==> config.mk <==
export PLATFORM = sky130hd
export DESIGN_NAME = utf8_to_utf16_converter
export DESIGN_NICKNAME = d
export VERILOG_FILES = /design/src/hdl/u2u_pkg.sv /design/src/hdl/u2u_in_stage.sv /design/src/hdl/u2u_decode.sv /design/src/hdl/u2u_out_stage.sv /design/src/hdl/utf8_to_utf16_converter.sv
export VERILOG_INCLUDE_DIRS = /design/src /design/src/hdl
export SDC_FILE = /design/constraint.sdc
export NUM_CORES = 1
export LEC_CHECK = 0
export BUFFER_PORTS_ARGS = -buffer_cell sky130_fd_sc_hd__buf_2
export CORE_MARGIN = 3
export CORE_UTILIZATION = 64
export DETAILED_ROUTE_END_ITERATION = 8
export PLACE_DENSITY = 0.84
export SLEW_MARGIN = 20
export SYNTH_ARGS = -nofsm -noshare
export SYNTH_HDL_FRONTEND = slang
export SYNTH_SLANG_ARGS = --single-unit
==> constraint.sdc <==
create_clock -name clock -period 23.8 [get_ports clock]
set_input_delay 0 -clock clock [delete_from_list [all_inputs] [get_ports clock]]
set_output_delay 0 -clock clock [all_outputs]
set_load 0.01 [all_outputs]
==> src/hdl/assert_macros.svh <==
// ----------------------------------------------------------------------------
// assert_macros.svh
// shared concurrent assertion macros for the transcoder rtl
// ----------------------------------------------------------------------------
`ifndef ASSERT_MACROS_SVH
`define ASSERT_MACROS_SVH

// property must hold at every clock edge outside reset
`define ASSERT_CHK(name, clk, rst, prop, msg) \
   name: assert property (@(posedge clk) disable iff (rst) (prop)) else $error(msg);

// consequent must hold in the cycle after the antecedent
`define ASSERT_NEXT(name, clk, rst, ante, cons, msg) \
   name: assert property (@(posedge clk) disable iff (rst) (ante) |=> (cons)) else $error(msg);

`endif

==> src/hdl/u2u_pkg.sv <==
// ----------------------------------------------------------------------------
// u2u_pkg
// shared types and constants of the utf-8 to utf-16 converter
// ----------------------------------------------------------------------------
package u2u_pkg;

   // default widths handed to the top level parameters
   localparam int LENGTH_WIDTH_DEF   = 16;
   localparam int CAPACITY_WIDTH_DEF = 16;

   // fixed field widths
   localparam int UNIT_W      = 16;
   localparam int WBYTES_W    = 17;
   localparam int CSR_INDEX_W = 2;
   localparam int RSP_DATA_W  = 40;   // unit, run_last, status, written bytes, padded

   // byte classes
   localparam logic [7:0] LEAD_BAD_MIN = 8'hF5;
   localparam logic [7:0] LEAD_FOUR    = 8'hF0;
   localparam logic [7:0] LEAD_THREE   = 8'hE0;
   localparam logic [7:0] LEAD_TWO_MIN = 8'hC2;
   localparam logic [7:0] ASCII_END    = 8'h80;
   localparam logic [1:0] TRAIL_TAG    = 2'b10;   // top bits under mask 0xc0

   // code point limits
   localparam logic [15:0] REPLACEMENT = 16'hFFFD;
   localparam logic [20:0] CODE_MAX    = 21'h10FFFF;
   localparam logic [20:0] SURR_FIRST  = 21'h00D800;
   localparam logic [20:0] SURR_LAST   = 21'h00DFFF;
   localparam logic [20:0] TWO_MIN     = 21'h000800;
   localparam logic [20:0] SUPP_BASE   = 21'h010000;
   localparam logic [15:0] HIGH_SURR   = 16'hD800;
   localparam logic [15:0] LOW_SURR    = 16'hDC00;

   localparam logic [WBYTES_W-1:0] BYTES_MAX = 17'h1FFFF;

   // configuration register indexes
   typedef enum logic [CSR_INDEX_W-1:0] {
      CSR_CAPACITY   = 2'd0,
      CSR_COUNT_ONLY = 2'd1
   } csr_index_type;

   // stream status codes
   typedef enum logic [1:0] {
      STATUS_OK        = 2'd0,
      STATUS_UNMAPPED  = 2'd1,
      STATUS_TOO_SMALL = 2'd2
   } status_type;

   // decoder state between bytes
   typedef struct packed {
      logic [20:0] acc;
      logic [1:0]  trail_need;
      logic [1:0]  trail_got;
      logic        skip;
   } dec_state_type;

   // up to three candidate words made by one byte
   typedef struct packed {
      logic [2:0][UNIT_W-1:0] unit;
      logic [2:0]             bad;
      logic [1:0]             count;
   } cand_type;

   // result record loaded into the output stage
   typedef struct packed {
      logic [2:0][UNIT_W-1:0] unit;
      logic [1:0]             last_idx;
      logic                   summary;
      logic                   stream_end;
      status_type             status;
      logic [WBYTES_W-1:0]    wbytes;
   } res_type;

endpackage

==> src/hdl/u2u_in_stage.sv <==
// ----------------------------------------------------------------------------
// u2u_in_stage
// input register: holds one source byte and its length tag
// ----------------------------------------------------------------------------
`include "assert_macros.svh"

module u2u_in_stage #(
   parameter int LENGTH_WIDTH = u2u_pkg::LENGTH_WIDTH_DEF,
   localparam int REQ_W = ((8 + LENGTH_WIDTH + 7) / 8) * 8
) (
   input  logic                    clock,
   input  logic                    reset,
   input  logic                    req_tvalid,
   output logic                    req_tready,
   input  logic [REQ_W-1:0]        req_tdata,   // byte_in, bytes_left
   input  logic                    item_take,
   output logic                    item_valid,
   output logic [7:0]              item_byte,
   output logic [LENGTH_WIDTH-1:0] item_left
);

   logic                    valid_ff, valid_in;
   logic [7:0]              byte_ff, byte_in;
   logic [LENGTH_WIDTH-1:0] left_ff, left_in;
   logic                    accept;

   // room when empty or when the held byte leaves this cycle
   assign req_tready = !valid_ff || item_take;
   assign accept     = req_tvalid && req_tready;

   // next register values
   always_comb begin
      valid_in = valid_ff;
      byte_in  = byte_ff;
      left_in  = left_ff;
      if (accept) begin
         valid_in = 1'b1;
         byte_in  = req_tdata[7:0];
         left_in  = req_tdata[8 +: LENGTH_WIDTH];
      end else if (item_take) begin
         valid_in = 1'b0;
      end
   end

   always_ff @(posedge clock) begin
      if (reset) begin
         valid_ff <= 1'b0;
      end else begin
         valid_ff <= valid_in;
      end
      byte_ff <= byte_in;
      left_ff <= left_in;
   end

   assign item_valid = valid_ff;
   assign item_byte  = byte_ff;
   assign item_left  = left_ff;

   // a held byte that is not taken stays put
   `ASSERT_NEXT(a_hold_byte, clock, reset, valid_ff && !item_take, valid_ff && $stable(byte_ff) && $stable(left_ff), "in stage lost a held byte")

endmodule

==> src/hdl/u2u_decode.sv <==
// ----------------------------------------------------------------------------
// u2u_decode
// per-byte utf-8 decode step: candidate words and next decoder state
// ----------------------------------------------------------------------------
module u2u_decode #(
   parameter int LENGTH_WIDTH = u2u_pkg::LENGTH_WIDTH_DEF
) (
   input  u2u_pkg::dec_state_type  st,
   input  logic [7:0]              byte_val,
   input  logic [LENGTH_WIDTH-1:0] left,     // zero already mapped to one
   input  logic                    last,
   output u2u_pkg::cand_type       cand,
   output u2u_pkg::dec_state_type  st_next
);

   always_comb begin
      logic [1:0]  n;
      logic        as_lead;
      logic [20:0] acc;
      logic [1:0]  got;
      logic [20:0] ch;
      logic [20:0] supp;
      logic        bad_cp;
      logic [1:0]  need;

      cand    = '0;
      st_next = st;
      n       = 2'd0;
      as_lead = 1'b1;
      acc     = '0;
      got     = '0;
      ch      = '0;
      supp    = '0;
      bad_cp  = 1'b0;
      need    = '0;

      if (st.skip) begin
         // rest of a truncated buffer is dropped
         as_lead = 1'b0;
      end else if (st.trail_need != 2'd0) begin
         if (byte_val[7:6] == u2u_pkg::TRAIL_TAG) begin
            // continuation byte
            as_lead         = 1'b0;
            acc             = {st.acc[14:0], byte_val[5:0]};
            got             = st.trail_got + 2'd1;
            st_next.acc       = acc;
            st_next.trail_got = got;
            if (got >= st.trail_need) begin
               // sequence complete
               ch     = acc;
               bad_cp = (ch > u2u_pkg::CODE_MAX) ||
                        (ch >= u2u_pkg::SURR_FIRST && ch <= u2u_pkg::SURR_LAST) ||
                        (st.trail_need == 2'd2 && ch < u2u_pkg::TWO_MIN) ||
                        (st.trail_need == 2'd3 && ch < u2u_pkg::SUPP_BASE);
               if (bad_cp) begin
                  // one replacement per trail byte
                  for (int k = 0; k < 3; k++) begin
                     if (2'(k) < st.trail_need) begin
                        cand.unit[n] = u2u_pkg::REPLACEMENT;
                        cand.bad[n]  = 1'b1;
                        n = n + 2'd1;
                     end
                  end
               end else if (ch >= u2u_pkg::SUPP_BASE) begin
                  // surrogate pair
                  supp         = ch - u2u_pkg::SUPP_BASE;
                  cand.unit[0] = u2u_pkg::HIGH_SURR + {6'd0, supp[19:10]};
                  cand.unit[1] = u2u_pkg::LOW_SURR + {6'd0, supp[9:0]};
                  n = 2'd2;
               end else begin
                  cand.unit[0] = ch[15:0];
                  n = 2'd1;
               end
               st_next.trail_need = 2'd0;
               st_next.trail_got  = 2'd0;
            end else if (last) begin
               // buffer ends inside the sequence
               cand.unit[0] = u2u_pkg::REPLACEMENT;
               cand.bad[0]  = 1'b1;
               n = 2'd1;
               st_next.trail_need = 2'd0;
               st_next.trail_got  = 2'd0;
            end
         end else begin
            // broken trail, then decode the byte as a lead
            cand.unit[0] = u2u_pkg::REPLACEMENT;
            cand.bad[0]  = 1'b1;
            n = 2'd1;
            st_next.trail_need = 2'd0;
            st_next.trail_got  = 2'd0;
         end
      end

      // lead byte
      if (as_lead) begin
         if (byte_val >= u2u_pkg::LEAD_BAD_MIN ||
             (byte_val >= u2u_pkg::ASCII_END && byte_val < u2u_pkg::LEAD_TWO_MIN)) begin
            cand.unit[n] = u2u_pkg::REPLACEMENT;
            cand.bad[n]  = 1'b1;
            n = n + 2'd1;
         end else if (byte_val < u2u_pkg::ASCII_END) begin
            cand.unit[n] = {8'd0, byte_val};
            n = n + 2'd1;
         end else begin
            if (byte_val >= u2u_pkg::LEAD_FOUR) begin
               need        = 2'd3;
               st_next.acc = {18'd0, byte_val[2:0]};
            end else if (byte_val >= u2u_pkg::LEAD_THREE) begin
               need        = 2'd2;
               st_next.acc = {17'd0, byte_val[3:0]};
            end else begin
               need        = 2'd1;
               st_next.acc = {16'd0, byte_val[4:0]};
            end
            if (left > LENGTH_WIDTH'(need)) begin
               st_next.trail_need = need;
               st_next.trail_got  = 2'd0;
            end else begin
               // trails would run past the buffer end
               cand.unit[n] = u2u_pkg::REPLACEMENT;
               cand.bad[n]  = 1'b1;
               n = n + 2'd1;
               st_next.acc  = '0;
               st_next.skip = 1'b1;
            end
         end
      end

      cand.count = n;
   end

endmodule

==> src/hdl/u2u_out_stage.sv <==
// ----------------------------------------------------------------------------
// u2u_out_stage
// result register: holds up to three words of one byte and sends them in order
// ----------------------------------------------------------------------------
`include "assert_macros.svh"

module u2u_out_stage (
   input  logic                             clock,
   input  logic                             reset,
   input  logic                             load,
   input  u2u_pkg::res_type                 load_res,
   output logic                             out_free,
   output logic                             rsp_tvalid,
   input  logic                             rsp_tready,
   output logic [u2u_pkg::RSP_DATA_W-1:0]   rsp_tdata,  // unit, run_last, final_status,
                                                        // written_bytes
   output logic                             rsp_tuser,  // unit_valid
   output logic                             rsp_tlast   // stream_done
);

   logic             valid_ff, valid_in;
   logic [1:0]       idx_ff, idx_in;
   u2u_pkg::res_type res_ff, res_in;
   logic             at_last;
   logic             run_last;
   logic             done;
   logic [15:0]      unit_out;

   assign at_last  = (idx_ff == res_ff.last_idx);
   assign out_free = !valid_ff || (rsp_tready && at_last);

   // next register values
   always_comb begin
      valid_in = valid_ff;
      idx_in   = idx_ff;
      res_in   = res_ff;
      if (load) begin
         valid_in = 1'b1;
         idx_in   = 2'd0;
         res_in   = load_res;
      end else if (valid_ff && rsp_tready) begin
         if (at_last) begin
            valid_in = 1'b0;
         end else begin
            idx_in = idx_ff + 2'd1;
         end
      end
   end

   always_ff @(posedge clock) begin
      if (reset) begin
         valid_ff <= 1'b0;
         idx_ff   <= 2'd0;
      end else begin
         valid_ff <= valid_in;
         idx_ff   <= idx_in;
      end
      res_ff <= res_in;
   end

   // word fields
   assign run_last = at_last;
   assign done     = res_ff.stream_end && at_last;
   assign unit_out = res_ff.summary ? 16'd0 : res_ff.unit[idx_ff];

   assign rsp_tvalid = valid_ff;
   assign rsp_tuser  = !res_ff.summary;
   assign rsp_tlast  = done;
   assign rsp_tdata  = {
      4'd0,
      done ? res_ff.wbytes : {u2u_pkg::WBYTES_W{1'b0}},
      done ? res_ff.status : u2u_pkg::STATUS_OK,
      run_last,
      unit_out
   };

   `ASSERT_CHK(a_idx_range, clock, reset, !valid_ff || idx_ff <= res_ff.last_idx, "out stage index past last word")
   `ASSERT_CHK(a_summary_single, clock, reset, !(valid_ff && res_ff.summary) || res_ff.last_idx == 2'd0, "summary record with more than one word")

endmodule

==> src/hdl/utf8_to_utf16_converter.sv <==
// Path: an accepted byte is held in the input stage register, decoded, then loaded into the
// output stage register, from which its first utf-16 word is offered on rsp.
// Throughput: one byte per cycle while each byte makes at most one word and rsp is not
// stalled; a byte that makes several words (surrogate pair, replacements) holds the input
// until the output stage, sending one word per cycle while rsp_tready is high, is done.
// Reset: synchronous, active high; clears decoder, counters, status and registers.
// ----------------------------------------------------------------------------
// utf8_to_utf16_converter
// streaming utf-8 to utf-16 transcoder with room accounting and end-of-buffer summary
// ----------------------------------------------------------------------------
`include "assert_macros.svh"

module utf8_to_utf16_converter #(
   parameter int LENGTH_WIDTH   = u2u_pkg::LENGTH_WIDTH_DEF,
   parameter int CAPACITY_WIDTH = u2u_pkg::CAPACITY_WIDTH_DEF,
   localparam int REQ_W = ((8 + LENGTH_WIDTH + 7) / 8) * 8
) (
   input  logic                              clock,
   input  logic                              reset,
   // source bytes
   input  logic                              req_tvalid,
   output logic                              req_tready,
   input  logic [REQ_W-1:0]                  req_tdata,   // byte_in, bytes_left
   // utf-16 words
   output logic                              rsp_tvalid,
   input  logic                              rsp_tready,
   output logic [u2u_pkg::RSP_DATA_W-1:0]    rsp_tdata,   // unit, run_last, final_status,
                                                          // written_bytes
   output logic                              rsp_tuser,   // unit_valid
   output logic                              rsp_tlast,   // stream_done
   // configuration writes
   input  logic                              csr_valid,
   output logic                              csr_ready,
   input  logic [u2u_pkg::CSR_INDEX_W-1:0]   csr_index,
   input  logic [CAPACITY_WIDTH-1:0]         csr_data
);

   localparam int WB_W  = CAPACITY_WIDTH + 1;
   localparam int WB_XW = (WB_W > u2u_pkg::WBYTES_W) ? WB_W : u2u_pkg::WBYTES_W;

   // configuration registers
   logic [CAPACITY_WIDTH-1:0] cap_ff, cap_in;
   logic                      count_only_ff, count_only_in;

   // stream state
   logic                      fresh_ff, fresh_in;
   u2u_pkg::dec_state_type    dec_ff, dec_in;
   logic [CAPACITY_WIDTH-1:0] room_ff, room_in;
   logic [CAPACITY_WIDTH-1:0] units_ff, units_in;
   u2u_pkg::status_type       status_ff, status_in;

   // input stage
   logic                      item_valid;
   logic [7:0]                item_byte;
   logic [LENGTH_WIDTH-1:0]   item_left;
   logic                      item_take;

   // decode step
   logic [LENGTH_WIDTH-1:0]   left_eff;
   logic                      last;
   u2u_pkg::dec_state_type    dec_cur;
   u2u_pkg::dec_state_type    dec_next;
   u2u_pkg::cand_type         cand;

   // accounting
   logic [CAPACITY_WIDTH-1:0] room_cur;
   logic [CAPACITY_WIDTH-1:0] units_cur;
   u2u_pkg::status_type       status_cur;
   logic                      room_short;
   logic [1:0]                emit_n;
   logic [1:0]                add_n;
   logic [CAPACITY_WIDTH:0]   units_sum;
   logic [CAPACITY_WIDTH-1:0] units_new;
   logic [CAPACITY_WIDTH-1:0] room_new;
   u2u_pkg::status_type       status_new;
   logic                      dropped;
   logic [WB_XW-1:0]          wb_full;
   logic [u2u_pkg::WBYTES_W-1:0] wb_sat;
   logic                      need_out;
   logic                      out_free;
   u2u_pkg::res_type          res;

   // configuration port, always ready
   assign csr_ready = 1'b1;

   always_comb begin
      cap_in        = cap_ff;
      count_only_in = count_only_ff;
      if (csr_valid) begin
         unique case (csr_index)
            u2u_pkg::CSR_CAPACITY:   cap_in        = csr_data;
            u2u_pkg::CSR_COUNT_ONLY: count_only_in = csr_data[0];
            default: ;
         endcase
      end
   end

   u2u_in_stage #(
      .LENGTH_WIDTH (LENGTH_WIDTH)
   ) in_stage (
      .clock      (clock),
      .reset      (reset),
      .req_tvalid (req_tvalid),
      .req_tready (req_tready),
      .req_tdata  (req_tdata),
      .item_take  (item_take),
      .item_valid (item_valid),
      .item_byte  (item_byte),
      .item_left  (item_left)
   );

   // a zero length tag counts as the last byte
   assign left_eff = (item_left == '0) ? LENGTH_WIDTH'(1) : item_left;
   assign last     = (left_eff == LENGTH_WIDTH'(1));

   // first byte of a stream starts from a clean state
   assign dec_cur    = fresh_ff ? '0 : dec_ff;
   assign room_cur   = fresh_ff ? cap_ff : room_ff;
   assign units_cur  = fresh_ff ? '0 : units_ff;
   assign status_cur = fresh_ff ? u2u_pkg::STATUS_OK : status_ff;

   u2u_decode #(
      .LENGTH_WIDTH (LENGTH_WIDTH)
   ) decode (
      .st       (dec_cur),
      .byte_val (item_byte),
      .left     (left_eff),
      .last     (last),
      .cand     (cand),
      .st_next  (dec_next)
   );

   // words that fit go out, the rest are dropped; in count-only mode none go out, all are counted
   assign room_short = (room_cur < CAPACITY_WIDTH'(cand.count));
   assign emit_n     = count_only_ff ? 2'd0 : (room_short ? room_cur[1:0] : cand.count);
   assign dropped    = !count_only_ff && room_short;
   assign add_n      = count_only_ff ? cand.count : emit_n;
   assign room_new   = room_cur - CAPACITY_WIDTH'(emit_n);

   // saturating word count
   assign units_sum  = {1'b0, units_cur} + (CAPACITY_WIDTH + 1)'(add_n);
   assign units_new  = units_sum[CAPACITY_WIDTH] ? {CAPACITY_WIDTH{1'b1}}
                                                 : units_sum[CAPACITY_WIDTH-1:0];

   // last status written wins; drops come after any replacement
   always_comb begin
      if (dropped) begin
         status_new = u2u_pkg::STATUS_TOO_SMALL;
      end else if (cand.bad != 3'd0) begin
         status_new = u2u_pkg::STATUS_UNMAPPED;
      end else begin
         status_new = status_cur;
      end
   end

   // output byte count, saturating
   assign wb_full = WB_XW'({units_new, 1'b0});
   assign wb_sat  = (wb_full > WB_XW'(u2u_pkg::BYTES_MAX)) ? u2u_pkg::BYTES_MAX
                                                           : wb_full[u2u_pkg::WBYTES_W-1:0];

   // result record
   always_comb begin
      res            = '0;
      res.unit       = cand.unit;
      res.summary    = (emit_n == 2'd0);
      res.last_idx   = (emit_n == 2'd0) ? 2'd0 : emit_n - 2'd1;
      res.stream_end = last;
      res.status     = status_new;
      res.wbytes     = wb_sat;
   end

   assign need_out  = (emit_n != 2'd0) || last;
   assign item_take = item_valid && (!need_out || out_free);

   u2u_out_stage out_stage (
      .clock      (clock),
      .reset      (reset),
      .load       (item_take && need_out),
      .load_res   (res),
      .out_free   (out_free),
      .rsp_tvalid (rsp_tvalid),
      .rsp_tready (rsp_tready),
      .rsp_tdata  (rsp_tdata),
      .rsp_tuser  (rsp_tuser),
      .rsp_tlast  (rsp_tlast)
   );

   // state update on each decoded byte
   always_comb begin
      fresh_in  = fresh_ff;
      dec_in    = dec_ff;
      room_in   = room_ff;
      units_in  = units_ff;
      status_in = status_ff;
      if (item_take) begin
         fresh_in  = last;
         dec_in    = dec_next;
         room_in   = room_new;
         units_in  = units_new;
         status_in = status_new;
      end
   end

   always_ff @(posedge clock) begin
      if (reset) begin
         cap_ff        <= '0;
         count_only_ff <= 1'b0;
         fresh_ff      <= 1'b1;
         dec_ff        <= '0;
         room_ff       <= '0;
         units_ff      <= '0;
         status_ff     <= u2u_pkg::STATUS_OK;
      end else begin
         cap_ff        <= cap_in;
         count_only_ff <= count_only_in;
         fresh_ff      <= fresh_in;
         dec_ff        <= dec_in;
         room_ff       <= room_in;
         units_ff      <= units_in;
         status_ff     <= status_in;
      end
   end

   // a too-small status means the room ran out in this stream
   `ASSERT_CHK(a_full_room, clock, reset, fresh_ff || status_ff != u2u_pkg::STATUS_TOO_SMALL || room_ff == '0, "too-small status with room left")

endmodule

Word-level counts from Yosys, hierarchy flattened. Index checks and enable logic that the tools add are counted.

Add/sub/neg operators: 11. Magnitude comparators: 26. Eq/ne operators: 6. Mux-type cells: 122. Bitwise gates (word level): 13. Reductions and logical operators: 41.

Operators by type and width (count): 2-to-1 mux 51 bit (12); 2-to-1 mux 16 bit (21); 2-to-1 mux 26 bit (4); demux 16 bit (select 2 bit) (3); 2-to-1 mux 32 bit (3); OR 45 bit (2); 2-to-1 mux 2 bit (36); 2-to-1 mux 21 bit (3); 2-to-1 mux 25 bit (2); bitwise mux 48 bit (1); 2-to-1 mux 48 bit (1); OR 15 x 45 -> 45 bit (1); adder 15 x 11 -> 16 bit, first input constant (2); binary-select mux 16 bit (select 2 bit) (1); >= comparator 8 bit, second input constant (4); 2-to-1 mux 1 bit (24); >= comparator 21 x 16 -> 1 bit, second input constant (1); >= comparator 21 x 17 -> 1 bit, second input constant (1); > comparator 21 bit, second input constant (1); less-or-equal comparator 21 x 16 -> 1 bit, second input constant (1); less-than comparator 21 x 12 -> 1 bit, second input constant (1); less-than comparator 21 x 17 -> 1 bit, second input constant (1); subtractor 20 x 17 -> 20 bit, second input constant (1); adder 16 x 2 -> 17 bit (1); other kinds (36) (91).

Flip-flop bits (word level): 177. Input port bits: 47. Output and inout bits: 45. Logic and storage cells: 243.

Longest topological paths before layout. Gate-level depths: netlist of the first run.

Word-level depth: 41. Depth in mapped cells: 35. Depth with buffers taken out: 30.

By module. Synthesis of the first run repeated with hierarchy kept, for this count alone.

Cells, all modules: 1151. Area total of the unflattened synthesis: 10289.9 um^2.

Modules (own cells, without submodules): utf8_to_utf16_converter (times used 1, cells an instance 630, area each 4789.6 um^2, sequential area each 1561.5 um^2); u2u_out_stage (times used 1, cells an instance 195, area each 2981.6 um^2, sequential area each 2192.1 um^2); u2u_decode (times used 1, cells an instance 297, area each 1742.9 um^2, sequential area each 0.0 um^2); u2u_in_stage (times used 1, cells an instance 29, area each 775.7 um^2, sequential area each 740.7 um^2).

Worst setup path after synthesis of the first run. No wires, ideal clock.

Path kind: reg-to-reg. From: register fresh_ff. To: register out_stage.res_ff[10] (netlist name), enable pin. Setup time: 0.500 ns. Arrival time: 9.341 ns. Required time: 23.300 ns. Path slack: 13.958 ns. Cell stages (with the launch flop): 28. Buffers on the path: 6. Period minus slack after synthesis: 9.842 ns. Path through: dfxtp_1 -> buf_6 -> buf_2 -> buf_2 -> clkbuf_1 -> clkbuf_1 -> clkbuf_1 -> a21oi_1 -> ha_1 -> a21oi_1 -> nor2_1 -> a31o_1 -> o21ai_0 -> ha_1 -> o21ai_0 -> inv_1 -> ha_1 -> or3_1 -> nor4_1 -> nand2_1 -> or4_4 -> a31o_2 -> o211ai_1 -> ha_1 -> o21ai_0 -> nand3_1 -> nand2_1 -> a21oi_1.

Word-level cells in the longest chain between the ends: 36. Elaborated cells between the ends (all ways): 59. Those cells by class: add/sub: 4; order compare: 11; eq/ne: 2; mux: 29; reduce/logical: 13.

Ends and longest elaborated chain: start: declaration (RTL line utf8_to_utf16_converter.sv:46) `logic fresh_ff, fresh_in;`; start signal: assignment (RTL line utf8_to_utf16_converter.sv:216) `fresh_ff <= fresh_in;`; 2-to-1 mux 26 bit (RTL line utf8_to_utf16_converter.sv:117) `assign dec_cur = fresh_ff ? '0 : dec_ff;`; less-than comparator 1 x 2 -> 1 bit (RTL line u2u_decode.sv:58) `if (2'(k) < st.trail_need) begin`; 2-to-1 mux 1 bit (RTL line u2u_decode.sv:58); 2-to-1 mux 2 bit (RTL line u2u_decode.sv:55) `if (bad_cp) begin`; 2-to-1 mux 2 bit (RTL line u2u_decode.sv:48) `if (got >= st.trail_need) begin`; 2-to-1 mux 2 bit (RTL line u2u_decode.sv:41) `if (byte_val[7:6] == u2u_pkg::TRAIL_TAG) begin`; 2-to-1 mux 2 bit (RTL line u2u_decode.sv:40) `end else if (st.trail_need != 2'd0) begin`; 2-to-1 mux 2 bit (RTL line u2u_decode.sv:37) `if (st.skip) begin`; [... 20 more ...]; 2-to-1 mux 2 bit (*) (2 in series) (RTL line utf8_to_utf16_converter.sv:135) `assign emit_n = count_only_ff ? 2'd0 : (room_short ? room_cur[1:0] : cand.count);`; nonzero test 2 bit (*) (RTL line utf8_to_utf16_converter.sv:172) `assign need_out = (emit_n != 2'd0) || last;`; logical OR 1 bit (*) (RTL line utf8_to_utf16_converter.sv:172); logical NOT 1 bit (RTL line utf8_to_utf16_converter.sv:173) `assign item_take = item_valid && (!need_out || out_free);`; logical OR 1 bit (RTL line utf8_to_utf16_converter.sv:173); logical AND 1 bit (RTL line utf8_to_utf16_converter.sv:173); logical AND 1 bit (*) (RTL line utf8_to_utf16_converter.sv:178) `.load (item_take && need_out),`; via out_stage.load (RTL line u2u_out_stage.sv:10) `input logic load,`; end signal: assignment (RTL line u2u_out_stage.sv:58) `res_ff <= res_in;`; end: declaration (RTL line u2u_out_stage.sv:23) `u2u_pkg::res_type res_ff, res_in;`.

The timed path passes the listed nets; every way through them passes the cells marked *. The select of a mux whose other input is x is not followed. A chain may end at the register's enable or synchronous reset.

Worst setup path in the final report of the first run.
From: register fresh_ff. To: register units_ff[11].

Elaborated cells between the ends (all ways): 62. Those cells by class: add/sub: 5; order compare: 11; eq/ne: 2; mux: 32; reduce/logical: 12.

RTL lines: 2-to-1 mux 26 bit (RTL line utf8_to_utf16_converter.sv:117); less-than comparator 1 x 2 -> 1 bit (RTL line u2u_decode.sv:58); 2-to-1 mux 1 bit (RTL line u2u_decode.sv:58); 2-to-1 mux 2 bit (RTL line u2u_decode.sv:55); 2-to-1 mux 2 bit (RTL line u2u_decode.sv:48); 2-to-1 mux 2 bit (RTL line u2u_decode.sv:41); 2-to-1 mux 2 bit (RTL line u2u_decode.sv:40); 2-to-1 mux 2 bit (RTL line u2u_decode.sv:37); [... 17 more ...]; 2-to-1 mux 2 bit (RTL line u2u_decode.sv:96) `if (byte_val >= u2u_pkg::LEAD_BAD_MIN ||`; 2-to-1 mux 2 bit (RTL line u2u_decode.sv:95) `if (as_lead) begin`; less-than comparator 16 x 2 -> 1 bit (RTL line utf8_to_utf16_converter.sv:134) `assign room_short = (room_cur < CAPACITY_WIDTH'(cand.count));`; 2-to-1 mux 2 bit (2 in series) (RTL line utf8_to_utf16_converter.sv:135); 2-to-1 mux 2 bit (RTL line utf8_to_utf16_converter.sv:137) `assign add_n = count_only_ff ? cand.count : emit_n;`; adder 16 x 2 -> 17 bit (*) (RTL line utf8_to_utf16_converter.sv:141) `assign units_sum = {1'b0, units_cur} + (CAPACITY_WIDTH + 1)'(add_n);`; 2-to-1 mux 16 bit (*) (RTL line utf8_to_utf16_converter.sv:142) `assign units_new = units_sum[CAPACITY_WIDTH] ? {CAPACITY_WIDTH{1'b1}}`; via units_new[11] (RTL line utf8_to_utf16_converter.sv:73) `logic [CAPACITY_WIDTH-1:0] units_new;`; end signal: assignment (RTL line utf8_to_utf16_converter.sv:219) `units_ff <= units_in;`; end: declaration (RTL line utf8_to_utf16_converter.sv:49) `logic [CAPACITY_WIDTH-1:0] units_ff, units_in;`.

Marked as above.

==> results.md, run 1 <==
| Quantity | Reported | Unit |
|---|---|---|
| Run status | finished, final reports clean | - |
| Fraction of synthesis flops using an asynchronous set or reset pin | 0 | % |
| Share of final-layout standard cells stronger than drive strength 1 | 13.70 | % |
| Share of Yosys cell area claimed by the top area cell type | 28.77 | % |
| Post-Route Setup TNS | 0 | ns |
| Placed cell count | 1,192 | - |
| Total track usage | 31.25 | % |
| Top-level port count | 92 | - |
| Required time worst endpoint | 24.14 | ns |
| Prevailing post-synth register cell | sky130_fd_sc_hd__edfxtp_1 | - |
| Setup Buffers After CTS | 0 | - |
| Number of sinks handled by clock tree synthesis | 159 | - |
| Cell with the largest stage delay on the worst path | sky130_fd_sc_hd__o21ai_1 | - |
| Cell internal power dissipation | 501.1 | uW |
| RD Place Congestion | 0.9556 | - |
| Residual overflow from global routing | 0 | - |
| Worst slew margin | 29.66 | % |
| Cell at the root of the clock tree | sky130_fd_sc_hd__clkbuf_16 | - |
| Signed area change from the synthesized netlist to the final layout | 16.73 | % |
| RSZ-0062 raised after global routing | false | - |
| Count of final hold-check violations | 0 | - |
| Maximum number of pins on one net before global-route repair | 82 | - |
| Floorplan die area | 14,970 | um^2 |
| Flip-flop and latch count after synthesis | 159 | - |
| Core Footprint | 12,930 | um^2 |
| Kind of end point of the critical path | flip-flop | - |
| Slew Limit Fails | 0 | - |
| Static power due to leakage | 0.004004 | uW |
| Mapped Cells | 986 | - |
| Final standard cell utilization of the core | 78.21 | % |
| Transition time at the pin with the least slew margin | 1.051 | ns |
| Critical Path Most Common Cell | sky130_fd_sc_hd__ha_1 | - |
| Switching Power | 186.0 | uW |
| Rows | 41 | - |
| Average wire per cell in the routed design | 18.18 | um |
| Register share of total power | 46.3 | % |
| Post-detailed-route count of antenna-violating nets | 0 | - |
| Library cell with the largest summed area after synthesis | sky130_fd_sc_hd__edfxtp_1 | - |
| Average size of a mapped cell | 8.785 | um^2 |
| Number of instances resized during post-cts repair | 0 | - |
| Total of hold buffers inserted after clock tree synthesis | 43 | - |
| Hold WS | 0.08187 | ns |
| Kind of critical path | reg2reg | - |
| Buffers from clock root to sink, at most | 2 | - |
| Switching part of the total | 27.07 | % |
| Longest individual stage delay on the worst path | 0.77 | ns |
| Number of DRC markers in iteration 0 | 1,073 | - |
| Final worst clock skew | 0.007853 | ns |
| Fmax | 111.3 | MHz |
| Number of vias after detailed routing | 7,901 | - |
| Max cap viols | 0 | - |
| Clock period minus final worst setup slack | 8.987 | ns |
| Clock transition at path regs | 0.06 | ns |
| Class of the tightest hold or removal check | in2reg | - |
| Average vias per placed instance | 6.236 | - |
| Initial antenna violation count | 0 | - |
| Yosys synthesis warning count | 0 | - |
| Mapped cell area | 8662 | um^2 |
| Initial Util | 67.01 | % |
| Number of DRC violations after detailed routing | 0 | - |
| Arrival time at the worst endpoint | 9.33 | ns |
| Pre-antenna DRT Iters | 7 | - |
| Number of flops mapped to enable cells by yosys | 83 | - |
| Setup violations, final | 0 | - |
| Die Span X | 122.3 | um |
| Cells taking the most area after synthesis | sky130_fd_sc_hd__edfxtp_1 29%, sky130_fd_sc_hd__dfxtp_1 18%, sky130_fd_sc_hd__a21oi_1 6.1% | - |
| Clock Latency Late Sink | 0.43 | ns |
| Buffers on Ports | 85 | - |
| First-pass GRT wire length | 36.80 | mm |
| Clock Power Share | 37.2 | % |
| Part of the cycle the worst path needs | 37.76 | % |
| Count of placed standard cells in the final layout, fillers left out | 1,267 | - |
| Detailed-placement wirelength estimate | 14.34 | mm |
| Number of global-route vias before repair | 7,243 | - |
| Y dimension of the die | 122.3 | um |
| Total power divided by cell area | 67.96 | nW/um^2 |
| Post-synth cell types | 75 | - |
| Share of total power in combinational logic | 16.5 | % |
| Largest fanout of any net on the critical path | 81 | - |
| Worst vdd ir | 0.05961 | mV |
| Startpoint kind of the worst setup timing path | flip-flop | - |
| Final antenna diode count | 0 | - |
| CTS buffer count | 17 | - |
| # H-tree levels | 4 | - |
| Sequential element share of the synthesized area | 46.34 | % |
| Clock tree from TritonCTS | yes | - |
| Number of nets in the final layout | 1,146 | - |
| Drt total wl | 23.03 | mm |
==> layout by cell type (no fill, tap or decap), types with 9 or more instances in the layout <==
master                          instances
sky130_fd_sc_hd__and3_1                24
sky130_fd_sc_hd__a22oi_1               23
sky130_fd_sc_hd__nand2_1              111
sky130_fd_sc_hd__o21ai_0               63
sky130_fd_sc_hd__dfxtp_1               75
sky130_fd_sc_hd__xnor2_1               16
sky130_fd_sc_hd__nor3b_1                9
sky130_fd_sc_hd__nor3_1                31
sky130_fd_sc_hd__buf_2                 85
sky130_fd_sc_hd__xor2_1                11
sky130_fd_sc_hd__a21oi_1              103
sky130_fd_sc_hd__clkbuf_16             18
sky130_fd_sc_hd__edfxtp_1              83
sky130_fd_sc_hd__nor2_1               127
sky130_fd_sc_hd__nand2b_1              20
sky130_fd_sc_hd__nor2b_1                9
sky130_fd_sc_hd__inv_1                 20
sky130_fd_sc_hd__a21o_1                15
sky130_fd_sc_hd__mux2i_1               11
sky130_fd_sc_hd__nor4_1                 9
sky130_fd_sc_hd__dlygate4sd3_1         43
sky130_fd_sc_hd__ha_1                  15
sky130_fd_sc_hd__buf_4                  9
sky130_fd_sc_hd__o211ai_1               9
sky130_fd_sc_hd__nand3_1               23
==> through the flow <==
step | setup WS, ns | area [um^2] | power [uW]
2_1_floorplan | 13.96 | 8677 | 399.1
3_3_place_gp | 15.39 | 9119 | 424.4
3_5_place_dp | 15.07 | 9126 | 427.4
4_1_cts | 14.99 | 10110 | 685.1
5_1_grt | 14.10 | 10110 | 713.4
6_report | 14.81 | 10110 | 687.1
==> worst paths after layout <==
check / start / end / slack [ns] / cells past startpoint
max reg2reg: fresh_ff / units_ff[11] / 14.81 / 26
max: fresh_ff / units_ff[11] / 14.81 / 26
min reg2reg: room_ff[15] / room_ff[15] / 0.45 / 2
min: csr_index[1] / cap_ff[13] / 0.08 / 5
==> worst max-delay path: cells and delay by family, from the launching register on <==
kind / cells / cell delay (ns)
and+or+nand+nor: 12 / 3.82
buffers and inverters: 2 / 0.67
muxes: 1 / 0.15
adders and majority gates: 4 / 1.39
DFF: 1 / 0.34
AOI/OAI and AO/OA: 7 / 2.49
==> flip-flops by register name, summed over array words and instances, names as in the netlist <==
register and count:
in_stage.item_valid 1, out_stage.res_ff 59, cap_ff 16, count_only_ff 1, in_stage.item_byte 8, in_stage.item_left 16
out_stage.rsp_tvalid 1, fresh_ff 1, status_ff 2, dec_ff 20, room_ff 16, out_stage.idx_ff 2
units_ff 16
==> final cells by class <==
class	count	area (um^2)
Fill cell	875	2816
Clock inverter	9	85.08
Clock buffer	23	469.2
Sequential cell	159	4015
Tap cell	172	215.2
Timing Repair Buffer	137	923.4
Inverter	21	78.83
Multi-Input combinational cell	746	4324
==> power by group through the flow <==
stage	Sequential (uW)	Combinational [uW]	Clock, uW
CTS	318	111	256
global placement	323	102	0
global route	320	125	269
detailed placement	323	104	0
floorplan	319	80.1	0
finish	318	113	256
==> kinds of logic after synthesis <==
| group | Yosys count | synth area share (%) |
|---|---|---|
| AO/OA/AOI/OAI | 277 | 19.96 |
| XOR/XNOR | 27 | 2.730 |
| adder cells (fa/ha/maj) | 17 | 2.629 |
| buffers and inverters | 85 | 4.174 |
| flip-flops | 159 | 46.34 |
| multiplexers | 18 | 2.181 |
| other | 2 | 0.08670 |
| AND/OR/NAND/NOR | 401 | 21.90 |
==> routing by layer <==
metal | vias to the layer above | routed length (um) | global-route usage (%)
li1 | 3736 | - | -
met4 | 0 | 476 | 10.92
met5 | - | 0 | 0
met3 | 49 | 2129 | 6.959
met2 | 427 | 10570 | 48.81
met1 | 3689 | 9858 | 43.27
==> synthesized netlist by cell type, drive strengths merged, types with 3 or more instances <==
cell and n:
a22oi 23, o21ai 68, or2 7, a21oi 105, nor3b 9, nor4 10
and4 3, nor3 31, nor2b 9, dfxtp 76, a211oi 5, o2bb2ai 3
o31a 3, inv 21, o22ai 5, nand2b 21, xnor2 16, mux2 7
mux2i 11, nand3 23, a21o 15, a311oi 6, or3 4, and3 24
and2 5, nor2 127, o31ai 5, nand4 8, edfxtp 83, ha 15
a31oi 5, nand2 111, nand3b 3, o211ai 9, clkbuf 45, xor2 11
or4 4, o21a 3, a221oi 3, buf 19
Note: power is estimated with default switching activity, not from simulation.
==> inputs of run 2 (changes only) <==
ABC_AREA = 1   (was unset)
CORE_UTILIZATION = 60   (was 64)
PLACE_DENSITY = 0.79   (was 0.84)
clock period = 8.81 ns   (was 23.8 ns; I/O delays follow)
==> run 2 against run 1 <==
Compared with the run above: non-clock buffer count down 3; largest power group unchanged; critical path type unchanged; global-route usage fell by 1.7 points; total power rose to 2.8 times the previous value; final area rose by 2.5%; sequential power increased to 2.8 times the previous value; clock-buffer cell count shrank 3; worst setup slack lost 14 ns; sequential cell count is the same.
==> results.md, run 2 <==
| Quantity | Reported | Unit |
|---|---|---|
| Initial Util | 62.91 | % |
| Required time worst endpoint | 9.16 | ns |
| Setup Buffers After CTS | 0 | - |
| Hold Path Sink | cap_ff[10] | - |
| Share of final-layout standard cells stronger than drive strength 1 | 12.62 | % |
| Longest individual stage delay on the worst path | 0.63 | ns |
| Clock transition at path regs | 0.06 | ns |
| Cells taking the most area after synthesis | sky130_fd_sc_hd__edfxtp_1 28%, sky130_fd_sc_hd__dfxtp_1 17%, sky130_fd_sc_hd__nand2_1 8.4% | - |
| Total Power Consumption | 1922 | uW |
| Clock tree from TritonCTS | yes | - |
| Source of the worst hold timing path | csr_index[0] | - |
| Detailed-placement wirelength estimate | 15.68 | mm |
| Post-route cell area | 10,360 | um^2 |
| Buffers on Ports | 85 | - |
| Sequential element share of the synthesized area | 44.92 | % |
| Commonest cells after routing, fill and taps aside | 200 x sky130_fd_sc_hd__nand2_1, 186 x sky130_fd_sc_hd__nor2_1, 141 x sky130_fd_sc_hd__o21ai_0 | - |
| Clock Latency Late Sink | 0.44 | ns |
| Y dimension of the die | 128.0 | um |
| Signed area change from the synthesized netlist to the final layout | 15.99 | % |
| Top-level port count | 92 | - |
| # H-tree levels | 4 | - |
| Mapped Cells | 1,174 | - |
| Prevailing post-synth register cell | sky130_fd_sc_hd__edfxtp_1 | - |
| Post-synth cell types | 59 | - |
| Number of vias after detailed routing | 8,297 | - |
| Mapped cell area | 8935 | um^2 |
| Residual overflow from global routing | 0 | - |
| Number of flip-flops in the largest register | 59 | - |
| FF-to-FF setup slack | 1.19 | ns |
| Reg2reg path depth | 34 | - |
| Reg-to-reg startpoint | fresh_ff | - |
| Cell with the largest stage delay on the worst path | sky130_fd_sc_hd__nor2_1 | - |
| Setup violations, final | 0 | - |
| Average vias per placed instance | 5.667 | - |
| Final worst clock skew | 0.01272 | ns |
| Drt total wl | 23.64 | mm |
| Kind of end point of the critical path | flip-flop | - |
| Transition time at the pin with the least slew margin | 0.9481 | ns |
| Cell area after placement | 9353 | um^2 |
| RD Place Congestion | 1.013 | - |
| RSZ-0062 raised after global routing | false | - |
| Arrival time at the worst endpoint | 7.97 | ns |
| Total power divided by cell area | 185.5 | nW/um^2 |
| R2r endpoint | units_ff[9] | - |
| Largest registers in the final layout | out_stage.res_ff (59), dec_ff (20) | - |
| Share of Yosys cell area claimed by the top area cell type | 27.90 | % |
| Number of nets in the final layout | 1,335 | - |
| Startpoint kind of the worst setup timing path | flip-flop | - |
| Post-detailed-route count of antenna-violating nets | 0 | - |
| Largest fanout of any net on the critical path | 41 | - |
| Buffers from clock root to sink, at most | 2 | - |
| Fraction of synthesis flops using an asynchronous set or reset pin | 0 | % |
| Most flop-heavy register | out_stage.res_ff | - |
| Average size of a mapped cell | 7.611 | um^2 |
| Rows | 43 | - |
| Hold Path Depth | 5 | - |
| Most frequent cell after synthesis | sky130_fd_sc_hd__nand2_1 | - |
| Pre-CTS WS | 1.402 | ns |
| Core Footprint | 14,200 | um^2 |
| Part of the cycle the worst path needs | 86.50 | % |
| Number of buffer and inverter instances along the worst setup path | 7 | - |
| Worst-case setup margin in the final layout | 1.190 | ns |
| Count of final hold-check violations | 0 | - |
| Worst slew margin | 36.72 | % |
| Floorplan die area | 16,390 | um^2 |
| Class of the tightest hold or removal check | in2reg | - |
| Flip-flop and latch count after synthesis | 159 | - |
| Cell at the root of the clock tree | sky130_fd_sc_hd__clkbuf_16 | - |
| Run status | finished, final reports clean | - |
| Average wire per cell in the routed design | 16.15 | um |
| First-pass GRT wire length | 38.43 | mm |
| Max cap viols | 0 | - |
| Top cells by instance count after synthesis | 200 x sky130_fd_sc_hd__nand2_1, 186 x sky130_fd_sc_hd__nor2_1, 141 x sky130_fd_sc_hd__o21ai_0 | - |
| Fmax | 131.2 | MHz |
| Critical Path Most Common Cell | sky130_fd_sc_hd__nand2_1 | - |
| Pre-antenna DRT Iters | 7 | - |
| Final antenna diode count | 0 | - |
| Clock period minus final worst setup slack | 7.620 | ns |
| Number of global-route vias before repair | 7,783 | - |
| Number of flops mapped to enable cells by yosys | 83 | - |
| Initial antenna violation count | 0 | - |
| Number of DRC violations after detailed routing | 0 | - |
| Library cell with the largest summed area after synthesis | sky130_fd_sc_hd__edfxtp_1 | - |
| Static power due to leakage | 0.004696 | uW |
| Worst vdd ir | 0.1635 | mV |
| CTS buffer count | 17 | - |
| Kind of critical path | reg2reg | - |
| Slew Limit Fails | 0 | - |
| Total track usage | 29.50 | % |
| Post-Route Setup TNS | 0 | ns |
| Die Span X | 128.0 | um |
| Number of sinks handled by clock tree synthesis | 159 | - |
| Number of DRC markers in iteration 0 | 847 | - |
| Top cell family by delay on the critical path | simple AND/OR/NAND/NOR gates | - |
| Most frequent standard cell in the layout excluding fill and tap cells | sky130_fd_sc_hd__nand2_1 | - |
| Maximum number of pins on one net before global-route repair | 61 | - |
| Yosys synthesis warning count | 0 | - |
[run 2: per-layer routing]
| layer | track usage, % | wire length [um] |
|---|---|---|
| met1 | 40.05 | 10270 |
| met2 | 48.24 | 10980 |
| met3 | 5.250 | 1786 |
| met4 | 9.488 | 604 |
| met5 | 0 | 0 |
[run 2: cells by family (layout without fill, tap and decap cells)]
logic type,after synthesis,count (layout),synth area share [%]
AO/OA/AOI/OAI,282,282,18.01
XOR/XNOR,11,11,1.078
adder cells (fa/ha/maj),17,17,2.549
buffers and inverters,204,310,9.270
flip-flops,159,159,44.92
multiplexers,6,6,0.6722
other,2,6,0.08405
AND/OR/NAND/NOR,493,493,23.41
[run 2: worst max-delay path by stage]
stage,from,end,cells past startpoint
global placement,fresh_ff,units_ff[9],34
CTS,fresh_ff,units_ff[9],34
finish,fresh_ff,units_ff[9],34
detailed placement,fresh_ff,units_ff[9],34
floorplan,fresh_ff,out_stage.res_ff[10],29
global route,fresh_ff,units_ff[9],34
[run 2: per-stage QoR]
| step | instances | utilization (%) | hold WS [ns] |
|---|---|---|---|
| 2_1_floorplan | 1178 | - | 0.09887 |
| 3_3_place_gp | 1388 | 65.83 | 0.1764 |
| 3_5_place_dp | 1388 | 65.85 | 0.1781 |
| 4_1_cts | 1464 | 72.97 | 0.09978 |
| 5_1_grt | 1464 | 72.97 | 0.1422 |
| 6_report | 1464 | 72.97 | 0.1167 |
[run 2: cell type report]
class                           instances  area (um^2)
Sequential cell                       159         4014
Multi-Input combinational cell        815         4108
Fill cell                            1100         3840
Tap cell                              180        225.2
Clock buffer                           20        466.7
Inverter                              144        543.0
Timing Repair Buffer                  134        903.4
Clock inverter                         12        103.9
[run 2: power by group]
part	total (uW)	leakage (uW)	internal, uW	switching [uW]
Sequential	877	0.00142	844	33.3
Clock	713	0.000290	412	301
Combinational	332	0.00299	114	218
Total	1920	0.00470	1370	552
[run 2: worst register-to-register path: cells and delay by family, from the launching register on]
family	cells	cell delay [ns]
adders and majority gates	4	1.04
AOI/OAI and AO/OA	5	0.85
buffers and inverters	7	1.41
and+or+nand+nor	18	3.94
DFF	1	0.31
[run 2: repair_timing]
action | 4_1_cts | 5_1_grt
resized for setup | 0 | 0
hold endpoints to repair | 44 | 0
hold buffers | 44 | 0
==> inputs of run 3 (changes only) <==
CORE_UTILIZATION = 64   (was 60)
PLACE_DENSITY = 0.84   (was 0.79)
clock period = 9.49 ns   (was 8.81 ns; I/O delays follow)
==> run 3 against run 2 <==
Compared with the run above: sequential cell count is the same; critical path depth is the same; first-iteration DRC count shrank 8.3%; worst setup slack gained 0.76 ns; global-route usage grew 2.3 points; critical path type unchanged; clock-buffer cell count shrank 1; combinational power shrank 6.6%; non-clock buffer count grew 1; clock skew shrank 0.0038 ns.
==> results.md, run 3 (same netlist as run 2, synthesis figures left out) <==
| Quantity | Reported | Unit |
|---|---|---|
| Residual overflow from global routing | 0 | - |
| Switching part of the total | 28.83 | % |
| Number of DRC markers in iteration 0 | 777 | - |
| Post-Route Setup TNS | 0 | ns |
| Y dimension of the die | 124.2 | um |
| Number of instances resized during post-cts repair | 0 | - |
| Number of global-route vias before repair | 7,481 | - |
| Longest individual stage delay on the worst path | 0.58 | ns |
| Hold Path Depth | 2 | - |
| Setup Buffers After CTS | 0 | - |
| Clock period minus final worst setup slack | 7.544 | ns |
| Area taken by flip-flops and latches | 4014 | um^2 |
| Total track usage | 31.82 | % |
| Average wire per cell in the routed design | 16.31 | um |
| Buffers from clock root to sink, at most | 2 | - |
| Number of flip-flops in the largest register | 59 | - |
| Cell internal power dissipation | 1258 | uW |
| Arrival time at the worst endpoint | 7.88 | ns |
| RSZ-0062 raised after global routing | false | - |
| Share of final-layout standard cells stronger than drive strength 1 | 12.61 | % |
| Core Footprint | 13,450 | um^2 |
| Clock Power Share | 36.4 | % |
| Pre-antenna DRT Iters | 8 | - |
| Startpoint kind of the worst setup timing path | flip-flop | - |
| Final worst clock skew | 0.008920 | ns |
| Static power due to leakage | 0.004690 | uW |
| Source of the worst hold timing path | reset | - |
| Worst-case setup margin in the final layout | 1.946 | ns |
| Initial Util | 66.42 | % |
| Kind of critical path | reg2reg | - |
| Switching Power | 509.5 | uW |
| Top-level port count | 92 | - |
| Signed area change from the synthesized netlist to the final layout | 15.84 | % |
| Clock transition at path regs | 0.06 | ns |
| Top cell family by delay on the critical path | simple AND/OR/NAND/NOR gates | - |
| Number of buffer and inverter instances along the worst setup path | 7 | - |
| Clock tree from TritonCTS | yes | - |
| Worst vdd ir | 0.1423 | mV |
| Commonest cells after routing, fill and taps aside | 200 x sky130_fd_sc_hd__nand2_1, 186 x sky130_fd_sc_hd__nor2_1, 141 x sky130_fd_sc_hd__o21ai_0 | - |
| Most flop-heavy register | out_stage.res_ff | - |
| Floorplan die area | 15,410 | um^2 |
| Reg-to-reg startpoint | fresh_ff | - |
| Final antenna diode count | 0 | - |
| Most frequent standard cell in the layout excluding fill and tap cells | sky130_fd_sc_hd__nand2_1 | - |
| Pre-CTS WS | 2.110 | ns |
| Transition time at the pin with the least slew margin | 0.9680 | ns |
| Required time worst endpoint | 9.83 | ns |
| Met1 wire length | 10.14 | mm |
| Largest fanout of any net on the critical path | 41 | - |
| Number of sinks handled by clock tree synthesis | 159 | - |
| Hold Path Sink | in_stage.item_valid | - |
| Buffers on Ports | 85 | - |
| FF-to-FF setup slack | 1.95 | ns |
| Routed length on met2 | 11.00 | mm |
| Reg2reg path depth | 34 | - |
| Post-detailed-route count of antenna-violating nets | 0 | - |
| Kind of end point of the critical path | flip-flop | - |
| Total of hold buffers inserted after clock tree synthesis | 44 | - |
| Detailed-placement wirelength estimate | 15.71 | mm |
| Number of nets in the final layout | 1,336 | - |
| Total power divided by cell area | 170.7 | nW/um^2 |
| Number of DRC violations after detailed routing | 0 | - |
| Maximum number of pins on one net before global-route repair | 61 | - |
| Highest routing layer actually used | met4 | - |
| First-pass GRT wire length | 37.59 | mm |
| Drt total wl | 23.84 | mm |
| Setup violations, final | 0 | - |
| Run status | finished, final reports clean | - |
| Part of the cycle the worst path needs | 79.49 | % |
| Class of the tightest hold or removal check | in2reg | - |
| Clock Latency Late Sink | 0.44 | ns |
| Max cap viols | 0 | - |
| Die Span X | 124.2 | um |
| Initial antenna violation count | 0 | - |
| R2r endpoint | units_ff[9] | - |
| Cell with the largest stage delay on the worst path | sky130_fd_sc_hd__nor2_1 | - |
| Critical Path Most Common Cell | sky130_fd_sc_hd__nand2_1 | - |
| Fmax | 132.6 | MHz |
| Area of the multi-input gates | 4108 | um^2 |
| Number of vias after detailed routing | 8,339 | - |
| Rows | 42 | - |
| Share of total power in combinational logic | 17.5 | % |
| Met3 routed wirelength | 2.109 | mm |
| Number of fill cells in the layout | 964 | - |
| Slew Limit Fails | 0 | - |
| Largest registers in the final layout | out_stage.res_ff (59), dec_ff (20) | - |
| RD Place Congestion | 1.004 | - |
| Average vias per placed instance | 5.708 | - |
| Worst slew margin | 35.40 | % |
| Register share of total power | 46.1 | % |
| Cell at the root of the clock tree | sky130_fd_sc_hd__clkbuf_16 | - |
| # H-tree levels | 4 | - |
| CTS buffer count | 17 | - |
| Count of final hold-check violations | 0 | - |
run 3: changes by cell type in the layout (fill, tap and decap cells not counted), sizes merged:
cell      change
buf           +1
clkbuf        -1
clkinv        +8
clkinvlp      -1
inv           -6
run 3: layer usage:
| layer | vias up | global-route usage [%] |
|---|---|---|
| li1 | 4104 | - |
| met5 | - | 0 |
| met4 | 0 | 10.40 |
| met3 | 58 | 6.721 |
| met2 | 421 | 50.74 |
| met1 | 3756 | 43.61 |
run 3: cell type report:
type | instances | area share [%]
tap | 176 | 2.128
clock buffer | 19 | 4.280
sequential | 159 | 38.78
timing repair buffer | 135 | 8.801
inverter | 144 | 5.235
multi-input combinational | 815 | 39.69
clock inverter | 13 | 1.088
run 3: how the worst max path moves through the flow:
stage,startpoint,to,cells past startpoint
floorplan,fresh_ff,out_stage.res_ff[10],29
global placement,fresh_ff,units_ff[9],34
detailed placement,fresh_ff,units_ff[9],34
CTS,fresh_ff,units_ff[9],34
global route,fresh_ff,units_ff[9],34
finish,fresh_ff,units_ff[9],34
run 3: stage by stage:
stage / total power (uW) / area (um^2) / hold slack [ns] / utilization [%] / cells
floorplan: 1035 / 8950 / 0.09887 / - / 1178
CTS: 1758 / 10350 / 0.1076 / 76.93 / 1461
finish: 1767 / 10350 / 0.1366 / 76.93 / 1461
detailed placement: 1113 / 9353 / 0.1781 / 69.52 / 1385
global route: 1845 / 10350 / 0.1500 / 76.93 / 1461
global placement: 1107 / 9353 / 0.1761 / 69.52 / 1385
run 3: power by group through the flow:
| stage | combinational (uW) | sequential [uW] | clock [uW] |
|---|---|---|---|
| CTS | 303 | 813 | 643 |
| finish | 310 | 814 | 643 |
| detailed placement | 286 | 827 | 0 |
| global placement | 282 | 826 | 0 |
| floorplan | 221 | 813 | 0 |
| global route | 349 | 818 | 677 |
